[src/hw/rtl/mbhw_pkg.sv]
// Package for the ISO media box header walker.
// Holds the transaction payload types, status codes and register indexes.
// No dependencies; every other file of the block except mbhw_stream_if imports it.
`timescale 1ns / 1ps

package mbhw_pkg;

  localparam int unsigned CfgIdxW = 8;

  localparam logic [CfgIdxW-1:0] CFG_FILE_LENGTH  = 8'd0;
  localparam logic [CfgIdxW-1:0] CFG_START_OFFSET = 8'd1;

  // Header lengths: plain header, and header with a 64-bit large size.
  localparam logic [63:0] HdrLen      = 64'd8;
  localparam logic [63:0] LargeHdrLen = 64'd16;

  typedef enum logic [1:0] {
    ST_OK        = 2'd0,
    ST_INVALID   = 2'd1,
    ST_PARSE_ERR = 2'd2,
    ST_END       = 2'd3
  } status_e;

  typedef enum logic [1:0] {
    PH_HEADER = 2'd0,
    PH_LARGE  = 2'd1,
    PH_SKIP   = 2'd2
  } phase_e;

  typedef struct packed {
    logic [7:0] data_byte;
    logic       stream_end;
  } in_item_t;

  typedef struct packed {
    logic [31:0] box_type;
    logic [63:0] box_size;
    logic [63:0] box_offset;
    status_e     status;
    logic        walk_done;
  } out_item_t;

  typedef struct packed {
    logic [CfgIdxW-1:0] index;
    logic [63:0]        data;
  } cfg_write_t;

endpackage

[src/hw/rtl/mbhw_stream_if.sv]
// Valid/ready channel interface used for input, result and configuration.
// The payload type is a parameter; the types come from mbhw_pkg.
`timescale 1ns / 1ps

interface mbhw_stream_if #(
  parameter type payload_t = logic
);
  logic     valid;
  logic     ready;
  payload_t payload;

  modport source (output valid, output payload, input ready);
  modport sink   (input valid, input payload, output ready);
endinterface

[src/hw/rtl/mbhw_in_stage.sv]
// Input register of the box header walker: one transaction deep.
// Depends on mbhw_pkg for the input item type.
`timescale 1ns / 1ps

module mbhw_in_stage
  import mbhw_pkg::*;
(
  input  logic     clk_i,
  input  logic     rst_ni,
  input  logic     valid_i,
  input  in_item_t item_i,
  output logic     ready_o,
  output logic     valid_o,
  output in_item_t item_o,
  input  logic     take_i
);

  logic     valid_q, valid_d;
  in_item_t item_q;

  // The stage refills in the same cycle that the walker drains it.
  assign ready_o = !valid_q || take_i;
  assign valid_d = (valid_i && ready_o) || (valid_q && !take_i);

  always_ff @(posedge clk_i or negedge rst_ni) begin
    if (!rst_ni) begin
      valid_q <= 1'b0;
    end else begin
      valid_q <= valid_d;
    end
  end

  always_ff @(posedge clk_i) begin
    if (valid_i && ready_o) begin
      item_q <= item_i;
    end
  end

  assign valid_o = valid_q;
  assign item_o  = item_q;

endmodule

[src/hw/rtl/mbhw_walker.sv]
// Box walker state, per-byte update logic and the result register.
// Depends on mbhw_pkg for phases, status codes and payload types.
`timescale 1ns / 1ps

module mbhw_walker
  import mbhw_pkg::*;
(
  input  logic       clk_i,
  input  logic       rst_ni,
  input  logic       cfg_we_i,
  input  cfg_write_t cfg_i,
  input  logic       in_valid_i,
  input  in_item_t   in_item_i,
  output logic       take_o,
  output logic       out_valid_o,
  output out_item_t  out_item_o,
  input  logic       out_ready_i
);

  logic [63:0] file_length_q, file_length_d;
  logic [63:0] start_offset_q, start_offset_d;
  phase_e      phase_q, phase_d;
  logic [2:0]  hdr_cnt_q, hdr_cnt_d;
  logic [63:0] size_q, size_d;
  logic [31:0] type_q, type_d;
  logic [63:0] start_q, start_d;
  logic [63:0] remain_q, remain_d;
  logic [63:0] skip_q, skip_d;
  logic [63:0] next_start_q, next_start_d;
  logic        stopped_q, stopped_d;
  logic        out_valid_q, out_valid_d;
  out_item_t   out_item_q;

  logic        restart;
  logic        step;
  logic [63:0] shifted_size;
  logic [31:0] shifted_type;
  logic        cnt_last;
  logic [63:0] fin_size;
  logic [31:0] fin_type;
  logic [63:0] fin_hlen;
  logic [64:0] fin_sum;
  logic        fin_bad;
  logic [63:0] fin_body;
  logic        res_valid;
  out_item_t   res_item;

  assign restart = cfg_we_i &&
                   (cfg_i.index == CFG_FILE_LENGTH || cfg_i.index == CFG_START_OFFSET);
  assign take_o  = in_valid_i && (!out_valid_q || out_ready_i);
  assign step    = take_o && !stopped_q && !restart;

  // Header completion checks: size bounds and offset overflow.
  // In the large-size phase the type was already complete before the size.
  always_comb begin
    shifted_size = {size_q[55:0], in_item_i.data_byte};
    shifted_type = {type_q[23:0], in_item_i.data_byte};
    cnt_last     = (hdr_cnt_q == 3'd7);
    fin_size     = (phase_q == PH_LARGE) ? shifted_size : size_q;
    fin_type     = (phase_q == PH_LARGE) ? type_q : shifted_type;
    fin_hlen     = (phase_q == PH_LARGE) ? LargeHdrLen : HdrLen;
    fin_sum      = {1'b0, start_q} + {1'b0, fin_size};
    fin_bad      = (fin_size < fin_hlen) || (fin_size > remain_q) || fin_sum[64];
    fin_body     = fin_size - fin_hlen;
  end

  // Next state.
  always_comb begin
    file_length_d  = file_length_q;
    start_offset_d = start_offset_q;
    phase_d        = phase_q;
    hdr_cnt_d      = hdr_cnt_q;
    size_d         = size_q;
    type_d         = type_q;
    start_d        = start_q;
    remain_d       = remain_q;
    skip_d         = skip_q;
    next_start_d   = next_start_q;
    stopped_d      = stopped_q;
    if (restart) begin
      if (cfg_i.index == CFG_FILE_LENGTH) begin
        file_length_d = cfg_i.data;
        remain_d      = cfg_i.data;
        start_d       = start_offset_q;
      end else begin
        start_offset_d = cfg_i.data;
        start_d        = cfg_i.data;
        remain_d       = file_length_q;
      end
      phase_d   = PH_HEADER;
      hdr_cnt_d = 3'd0;
      size_d    = '0;
      type_d    = '0;
      skip_d    = '0;
      stopped_d = 1'b0;
    end else if (step) begin
      unique case (phase_q)
        PH_SKIP: begin
          if (in_item_i.stream_end) begin
            stopped_d = 1'b1;
          end else begin
            skip_d = skip_q - 64'd1;
            if (skip_q == 64'd1) begin
              start_d   = next_start_q;
              phase_d   = PH_HEADER;
              hdr_cnt_d = 3'd0;
              size_d    = '0;
              type_d    = '0;
            end
          end
        end
        PH_LARGE, PH_HEADER: begin
          if (phase_q == PH_HEADER && hdr_cnt_q == 3'd0 && remain_q == 64'd0) begin
            stopped_d = 1'b1;
          end else if (in_item_i.stream_end) begin
            stopped_d = 1'b1;
          end else if (!cnt_last) begin
            hdr_cnt_d = hdr_cnt_q + 3'd1;
            if (phase_q == PH_LARGE || hdr_cnt_q < 3'd4) begin
              size_d = shifted_size;
            end else begin
              type_d = shifted_type;
            end
          end else if (phase_q == PH_HEADER && size_q == 64'd1) begin
            // Size field of one: a 64-bit large size follows the type.
            phase_d   = PH_LARGE;
            hdr_cnt_d = 3'd0;
            size_d    = '0;
            type_d    = shifted_type;
          end else if (fin_bad) begin
            stopped_d = 1'b1;
          end else begin
            size_d       = fin_size;
            type_d       = fin_type;
            hdr_cnt_d    = 3'd0;
            remain_d     = remain_q - fin_size;
            skip_d       = fin_body;
            next_start_d = fin_sum[63:0];
            if (fin_body == 64'd0) begin
              start_d = fin_sum[63:0];
              phase_d = PH_HEADER;
              size_d  = '0;
              type_d  = '0;
            end else begin
              phase_d = PH_SKIP;
            end
          end
        end
        default: begin
          phase_d = PH_HEADER;
        end
      endcase
    end
  end

  // Result of the current transaction.
  always_comb begin
    res_valid           = 1'b0;
    res_item.box_type   = '0;
    res_item.box_size   = '0;
    res_item.box_offset = start_q;
    res_item.status     = ST_PARSE_ERR;
    res_item.walk_done  = 1'b1;
    if (step) begin
      if (phase_q == PH_HEADER && hdr_cnt_q == 3'd0 && remain_q == 64'd0) begin
        res_valid       = 1'b1;
        res_item.status = ST_END;
      end else if (in_item_i.stream_end) begin
        res_valid = 1'b1;
      end else if (phase_q != PH_SKIP && cnt_last &&
                   !(phase_q == PH_HEADER && size_q == 64'd1)) begin
        res_valid          = 1'b1;
        res_item.box_type  = fin_type;
        res_item.box_size  = fin_size;
        res_item.status    = fin_bad ? ST_INVALID : ST_OK;
        res_item.walk_done = fin_bad;
      end
    end
  end

  assign out_valid_d = res_valid || (out_valid_q && !out_ready_i);

  always_ff @(posedge clk_i or negedge rst_ni) begin
    if (!rst_ni) begin
      file_length_q  <= '0;
      start_offset_q <= '0;
      phase_q        <= PH_HEADER;
      hdr_cnt_q      <= '0;
      size_q         <= '0;
      type_q         <= '0;
      start_q        <= '0;
      remain_q       <= '0;
      skip_q         <= '0;
      next_start_q   <= '0;
      stopped_q      <= 1'b0;
      out_valid_q    <= 1'b0;
    end else begin
      file_length_q  <= file_length_d;
      start_offset_q <= start_offset_d;
      phase_q        <= phase_d;
      hdr_cnt_q      <= hdr_cnt_d;
      size_q         <= size_d;
      type_q         <= type_d;
      start_q        <= start_d;
      remain_q       <= remain_d;
      skip_q         <= skip_d;
      next_start_q   <= next_start_d;
      stopped_q      <= stopped_d;
      out_valid_q    <= out_valid_d;
    end
  end

  always_ff @(posedge clk_i) begin
    if (res_valid) begin
      out_item_q <= res_item;
    end
  end

  assign out_valid_o = out_valid_q;
  assign out_item_o  = out_item_q;

  // A stopped walk produces nothing until restarted.
  a_no_result_when_stopped: assert property (@(posedge clk_i) disable iff (!rst_ni)
    stopped_q |-> !res_valid)
    else $error("result produced after the walk stopped");

  // Only a good header leaves the walk running.
  a_done_matches_status: assert property (@(posedge clk_i) disable iff (!rst_ni)
    out_valid_q |-> (out_item_q.walk_done == (out_item_q.status != ST_OK)))
    else $error("walk_done disagrees with status");

  // The body skip never rests at a zero count.
  a_skip_nonzero: assert property (@(posedge clk_i) disable iff (!rst_ni)
    phase_q == PH_SKIP |-> skip_q != 64'd0)
    else $error("skip phase with zero bytes left");

  // A good header never lets the remaining region length grow.
  a_remain_shrinks: assert property (@(posedge clk_i) disable iff (!rst_ni)
    (res_valid && res_item.status == ST_OK) |=> remain_q <= $past(remain_q))
    else $error("remaining length grew after a box header");

endmodule

[src/hw/rtl/mp4_box_header_walker.sv]
// Top level of the ISO media top-level box header walker.
// Depends on mbhw_pkg, mbhw_stream_if, mbhw_in_stage and mbhw_walker.
`timescale 1ns / 1ps

// Usage
// The block takes one file byte per input transaction on in_i (data_byte, or
// stream_end to mark the end of the stream) and walks the top-level boxes of a
// region. For every complete box header it sends one result transaction on
// out_o with the type, size and start offset; errors, an early end and the
// clean end of the region also give one result, with walk_done set, after
// which bytes are consumed silently until the walk is restarted.
// The configuration channel cfg_i writes file_length (index 0) or start_offset
// (index 1); either write restarts the walk at start_offset. Writes to other
// indexes are accepted and ignored. Write only while the block is idle.
// Path: a byte passes the input register and then the walker's update logic, and
// the result for the byte that completes a header is registered before out_o.
// The block accepts one byte per cycle unless a result waits on a stalled out_o;
// the rate is set by the header, skip and size-check update in the walker.
// If out_o stalls with a result pending, the input register holds one more
// byte and then in_i.ready drops until the result is taken.
// Reset clears both registers to zero, so an unconfigured walk ends at once
// with a clean-end result on the first byte.

module mp4_box_header_walker
  import mbhw_pkg::*;
(
  input  logic          clk_i,
  input  logic          rst_ni,
  mbhw_stream_if.sink   cfg_i,
  mbhw_stream_if.sink   in_i,
  mbhw_stream_if.source out_o
);

  logic       stage_valid;
  in_item_t   stage_item;
  in_item_t   in_item;
  logic       take;
  logic       cfg_we;
  cfg_write_t cfg_item;
  out_item_t  out_item;

  // Configuration is always accepted; it goes straight to the walker's registers.
  assign cfg_i.ready = 1'b1;
  assign cfg_we      = cfg_i.valid;
  assign cfg_item    = cfg_i.payload;
  assign in_item     = in_i.payload;

  mbhw_in_stage u_in_stage (
    .clk_i   (clk_i),
    .rst_ni  (rst_ni),
    .valid_i (in_i.valid),
    .item_i  (in_item),
    .ready_o (in_i.ready),
    .valid_o (stage_valid),
    .item_o  (stage_item),
    .take_i  (take)
  );

  mbhw_walker u_walker (
    .clk_i       (clk_i),
    .rst_ni      (rst_ni),
    .cfg_we_i    (cfg_we),
    .cfg_i       (cfg_item),
    .in_valid_i  (stage_valid),
    .in_item_i   (stage_item),
    .take_o      (take),
    .out_valid_o (out_o.valid),
    .out_item_o  (out_item),
    .out_ready_i (out_o.ready)
  );

  assign out_o.payload = out_item;

endmodule

[src/flat_wrapper.sv]
// flat-port wrapper written by rule: the top's interface ports become plain ports
module mp4_box_header_walker_flat import mbhw_pkg::*;
  (clk_i, rst_ni, cfg_i_valid, cfg_i_payload, cfg_i_ready, in_i_valid, in_i_payload, in_i_ready, out_o_valid, out_o_payload, out_o_ready);
  mbhw_stream_if #(.payload_t(cfg_write_t)) cfg_i_i ();
  mbhw_stream_if #(.payload_t(in_item_t)) in_i_i ();
  mbhw_stream_if #(.payload_t(out_item_t)) out_o_i ();
  input  logic clk_i;
  input  logic rst_ni;
  input wire logic [$bits(cfg_i_i.valid)-1:0] cfg_i_valid;
  input wire logic [$bits(cfg_i_i.payload)-1:0] cfg_i_payload;
  output wire logic [$bits(cfg_i_i.ready)-1:0] cfg_i_ready;
  input wire logic [$bits(in_i_i.valid)-1:0] in_i_valid;
  input wire logic [$bits(in_i_i.payload)-1:0] in_i_payload;
  output wire logic [$bits(in_i_i.ready)-1:0] in_i_ready;
  output wire logic [$bits(out_o_i.valid)-1:0] out_o_valid;
  output wire logic [$bits(out_o_i.payload)-1:0] out_o_payload;
  input wire logic [$bits(out_o_i.ready)-1:0] out_o_ready;
  assign cfg_i_i.valid = cfg_i_valid;
  assign cfg_i_i.payload = cfg_i_payload;
  assign cfg_i_ready = cfg_i_i.ready;
  assign in_i_i.valid = in_i_valid;
  assign in_i_i.payload = in_i_payload;
  assign in_i_ready = in_i_i.ready;
  assign out_o_valid = out_o_i.valid;
  assign out_o_payload = out_o_i.payload;
  assign out_o_i.ready = out_o_ready;
  mp4_box_header_walker u_core (.clk_i(clk_i), .rst_ni(rst_ni), .cfg_i(cfg_i_i), .in_i(in_i_i), .out_o(out_o_i));
endmodule
[config.mk]
export PLATFORM = sky130hd
export DESIGN_NAME = mp4_box_header_walker_flat
export DESIGN_NICKNAME = d
export VERILOG_FILES = /design/src/hw/rtl/mbhw_pkg.sv /design/src/hw/rtl/mbhw_stream_if.sv /design/src/hw/rtl/mbhw_in_stage.sv /design/src/hw/rtl/mbhw_walker.sv /design/src/hw/rtl/mp4_box_header_walker.sv /design/src/flat_wrapper.sv
export SDC_FILE = /design/constraint.sdc
export NUM_CORES = 2
export LEC_CHECK = 0
export BUFFER_PORTS_ARGS = -buffer_cell sky130_fd_sc_hd__buf_2
export CORE_MARGIN = 1.5
export CORE_UTILIZATION = 37
export DETAILED_ROUTE_END_ITERATION = 16
export HOLD_SLACK_MARGIN = 0.06
export PLACE_DENSITY_LB_ADDON = 0.1
export RECOVER_POWER = 100
export SLEW_MARGIN = 20
export SYNTH_ARGS = -nofsm -noshare
export SYNTH_HDL_FRONTEND = slang
export SYNTH_HIERARCHICAL = 1
export SYNTH_SLANG_ARGS = --single-unit
export TNS_END_PERCENT = 1
[constraint.sdc]
create_clock -name clk_i -period 7.4 [get_ports clk_i]
set_input_delay 0 -clock clk_i [delete_from_list [all_inputs] [get_ports clk_i]]
set_output_delay 0 -clock clk_i [all_outputs]
set_load 0.005 [all_outputs]
==> reports/qor.json <==
{
  "status": {
    "result_of_the_run": "finished, violations left",
    "failed_checks": "capacitance limit, slew limit"
  },
  "logic_synthesis": {
    "ys.warnings.count": 6,
    "synth_commonest_cells": "sky130_fd_sc_hd__nand2_1 (587), sky130_fd_sc_hd__dfrtp_1 (488), sky130_fd_sc_hd__nor2_1 (353), sky130_fd_sc_hd__o21ai_0 (299), sky130_fd_sc_hd__a21oi_1 (288)",
    "post_synth_inst_count": 4315,
    "synth_enable_flop_cells": 172,
    "share_of_yosys_cell_area_claimed_by_the_top_area_cell_type": 0.308,
    "synthesis.area_mm2": 0.0397,
    "mappedNetlistNets": 4537,
    "avgSynthCellArea_um2": 9.20,
    "postSynthRegisterBits": 660,
    "yosys-top-cells-area": "sky130_fd_sc_hd__dfrtp_1 (31%), sky130_fd_sc_hd__edfxtp_1 (13%), sky130_fd_sc_hd__nand2_1 (5.6%)",
    "seq_area_frac_synth": 0.438,
    "yosysTopAreaCell": "sky130_fd_sc_hd__dfrtp_1",
    "yosys.cell_types.count": 98,
    "yosys.cell_count.top_type": "sky130_fd_sc_hd__nand2_1",
    "ys_async_sr_fraction": 0.739,
    "main_flop_type_after_synthesis": "sky130_fd_sc_hd__dfrtp_1"
  },
  "cts": {
    "cts_repair_resize_count": 0,
    "root_driver": "sky130_fd_sc_hd__clkbuf_16",
    "cts.sinks": 660,
    "cts_tree": "built",
    "ctsLongestPathBuffers": 3,
    "clkTransAtPathRegs_ps": 70,
    "tritoncts_buffers": 79,
    "clkLatencyLatePin_ps": 690,
    "cts_htree_levels": 3
  },
  "detailed_routing": {
    "dr.first_iter.drc_count": 3672,
    "route.vias.total": 35200,
    "drtAntennaViolNets": 0,
    "routed_via_density": 5.82,
    "wire_per_inst_um": 25.2,
    "drc_markers": 0,
    "dr.pass1.iters": 5,
    "finalWirelength_um": 152000
  },
  "critical_path": {
    "critPathLaunch": "u_core/u_walker/phase_q[0]",
    "worst-path-max-fanout": 54,
    "ff2ff_setup_slack_ps": 310,
    "critical_path.reg2reg.endpoint": "u_core/u_walker/start_q[2]",
    "critPathLaunchType": "flip-flop",
    "worst_reg2reg_path_length_in_cells": 17,
    "wp_data_arrival_ps": 7650,
    "cp_data_required_time_ps": 7960,
    "capturing_element_type_of_the_critical_path": "flip-flop",
    "worstReg2RegStart": "u_core/u_walker/phase_q[0]",
    "critPathKind": "reg -> reg"
  },
  "placement": {
    "gp_congestion": 0.965,
    "place_hpwl_um": 111000,
    "io_buffer_count": 250,
    "postPlaceCellArea_mm2": 0.0427
  },
  "cells_and_area": {
    "finalNetCount": 4809,
    "post-route-cell-area_mm2": 0.0460,
    "n_fill_cell": 10500,
    "synthToLayoutAreaGrowth_pct": 15.8,
    "share_of_layout_cells_above_drive_strength_1": 0.129,
    "total_area_of_multi_input_combinational_cells_mm2": 0.0207,
    "final-seq-area_mm2": 0.0174
  },
  "grt": {
    "grt_start_max_net_pins": 132,
    "grt_pass1_wl_um": 226000,
    "number_of_antenna_violations_at_the_first_check_in_global_routing": 3,
    "first_global_vias": 33600,
    "grt_overflow_total": 0,
    "grt_use_total": 0.276
  },
  "timing": {
    "relSlewSlack": -2.20,
    "finalHoldViolations": 0,
    "fmax_mhz": 141,
    "final-setup-viol-count": 0,
    "timing.setup.tns_ps": 0,
    "finalWorstPathRequiredPeriod_ps": 7090,
    "max_slew_violations": 849,
    "final.setup_skew_ps": 40.8,
    "timing.final.crit_share": 0.958,
    "rsz0062_at_grt": "no",
    "worst_slew_pin_slew_ps": 4800
  },
  "worst_hold_path": {
    "hold_path_end": "u_core/u_walker/start_q[49]",
    "hp-start": "cfg_i_payload[64]",
    "timing.hold.worst_path_depth": 5,
    "class_of_the_worst_hold_path": "in -> reg"
  },
  "pwr": {
    "switching_share_of_power": 0.424,
    "power.sequential.fraction": 0.301,
    "power_density_mw_per_mm2": 337,
    "comb_power_share": 0.436,
    "irDropWorstVdd_v": 0.000157,
    "share_clk_of_total_power": 0.263,
    "internal_power_w": 0.00894,
    "p_sw_w": 0.00657,
    "cellLeakagePower_nw": 20.3
  },
  "floorplanning": {
    "design.portCount": 252,
    "placement_rows": 119,
    "area_of_the_die_mm2": 0.109,
    "placeable_core_area_mm2": 0.106,
    "initial_core_util": 0.375,
    "chipWidth_um": 331,
    "die-height_um": 331
  },
  "flow_run": {
    "drv.max_cap_violation_count": 13
  }
}
==> flip-flops by register name, indices dropped and copies added, names as in the netlist <==
register and cells:
u_core/u_walker/out_item_o 163, u_core/u_walker/file_length_q 64, u_core/u_walker/next_start_q 64, u_core/u_walker/remain_q 64, u_core/u_walker/size_q 64, u_core/u_walker/skip_q 64, u_core/u_walker/start_offset_q 64, u_core/u_walker/start_q 64
u_core/u_walker/type_q 32, u_core/u_in_stage/item_o 9, u_core/u_walker/hdr_cnt_q 3, u_core/u_walker/phase_q 2, u_core/u_in_stage/valid_o 1, u_core/u_walker/out_valid_o 1, u_core/u_walker/stopped_q 1
==> repair_timing <==
action,4_1_cts,5_1_grt
buffers inserted,0,0
hold buffers,96,0
endpoints found under the hold margin,394,0
==> layout make-up <==
| type | count | share of cell area |
|---|---|---|
| diodes | 2 | 0.000109 |
| clock buffers | 106 | 0.0467 |
| clock inverters | 41 | 0.0116 |
| inverters | 130 | 0.0107 |
| multi-input cells | 3247 | 0.450 |
| flip-flops and latches | 660 | 0.378 |
| well taps | 1391 | 0.0379 |
| repair buffers | 469 | 0.0646 |
==> power groups by stage <==
stage / Clock (W) / Sequential [W] / Combinational [W]
floorplan: 0 / 0.00443 / 0.00445
global placement: 0 / 0.00471 / 0.00663
detailed placement: 0 / 0.00470 / 0.00655
CTS: 0.00417 / 0.00464 / 0.00664
global route: 0.00430 / 0.00470 / 0.00731
finish: 0.00407 / 0.00467 / 0.00677
==> placed cells by master, fill, tap and decap left out, drive strengths merged, types with 25 or more instances in the layout <==
| cell | netlist | final |
|---|---|---|
| o211ai | 32 | 32 |
| nor3 | 80 | 80 |
| clkbuf | 221 | 244 |
| mux2i | 94 | 94 |
| buf | 57 | 236 |
| a31oi | 120 | 120 |
| a22o | 90 | 90 |
| o21ai | 304 | 304 |
| nand2 | 588 | 588 |
| nor4 | 56 | 56 |
| or3 | 34 | 34 |
| clkinv | 0 | 25 |
| and3 | 50 | 50 |
| and2 | 29 | 29 |
| dfrtp | 488 | 488 |
| dlygate4sd3 | 0 | 95 |
| xnor2 | 116 | 116 |
| a211oi | 87 | 87 |
| mux2 | 193 | 193 |
| nor2b | 32 | 32 |
| o21bai | 29 | 29 |
| nand3 | 100 | 100 |
| nor2 | 354 | 354 |
| inv | 130 | 133 |
| edfxtp | 172 | 172 |
| ha | 134 | 134 |
| a21oi | 289 | 289 |
| xor2 | 48 | 48 |
| nand4 | 57 | 57 |
| nand2b | 35 | 35 |
| a21o | 67 | 67 |
==> worst max path at each step <==
stage,to,depth (start not counted)
finish,u_core/u_walker/start_q[2],17
global route,u_core/u_walker/start_q[2],17
CTS,u_core/u_walker/size_q[61],16
detailed placement,u_core/u_walker/size_q[52],16
global placement,u_core/u_walker/start_q[0],17
floorplan,u_core/u_walker/skip_q[59],27
==> per-stage QoR <==
stage	total power [W]	setup slack, ps	std cells	hold slack, ps	utilization
floorplan	0.00889	1130	4315	-296	-
global placement	0.0113	706	5801	64.0	0.403
detailed placement	0.0112	620	5801	69.6	0.403
CTS	0.0155	579	6044	63.1	0.438
global route	0.0163	116	6044	102	0.434
finish	0.0155	310	6046	61.1	0.434
==> per-layer routing <==
metal  vias up  track usage  part of all wire
li1      16300            -                 -
met1     17600        0.418              0.49
met2      1111        0.408              0.43
met3       203       0.0353             0.056
met4         2       0.0776             0.027
met5         -            0          0.000085
==> critical path: stages, from the launching register on <==
cell and delay, ps:
sky130_fd_sc_hd__dfrtp_1 590, sky130_fd_sc_hd__nand2b_4 380, sky130_fd_sc_hd__buf_12 320, sky130_fd_sc_hd__buf_4 420
sky130_fd_sc_hd__mux2i_1 730, sky130_fd_sc_hd__inv_1 340, sky130_fd_sc_hd__ha_1 520, sky130_fd_sc_hd__nand2_1 70
sky130_fd_sc_hd__o21ai_0 280, sky130_fd_sc_hd__nor2_1 130, sky130_fd_sc_hd__nor3_1 800, sky130_fd_sc_hd__nand4_1 510
sky130_fd_sc_hd__and3_1 490, sky130_fd_sc_hd__nand4_1 160, sky130_fd_sc_hd__a21oi_1 110, sky130_fd_sc_hd__buf_12 220
sky130_fd_sc_hd__buf_4 340, sky130_fd_sc_hd__mux2_1 420
==> logic make-up (layout without fill, tap and decap cells) <==
group | after synthesis | count (layout) | synth area share
AND/OR/NAND/NOR | 1475 | 1475 | 0.171
AO/OA/AOI/OAI | 1184 | 1184 | 0.190
flip-flops | 660 | 660 | 0.438
buffers and inverters | 408 | 746 | 0.0421
multiplexers | 287 | 287 | 0.0790
XOR/XNOR | 164 | 164 | 0.0362
adder cells (fa/ha/maj) | 136 | 136 | 0.0432
other | 1 | 3 | 0.0000945
Note: power is estimated with default switching activity, not from simulation.
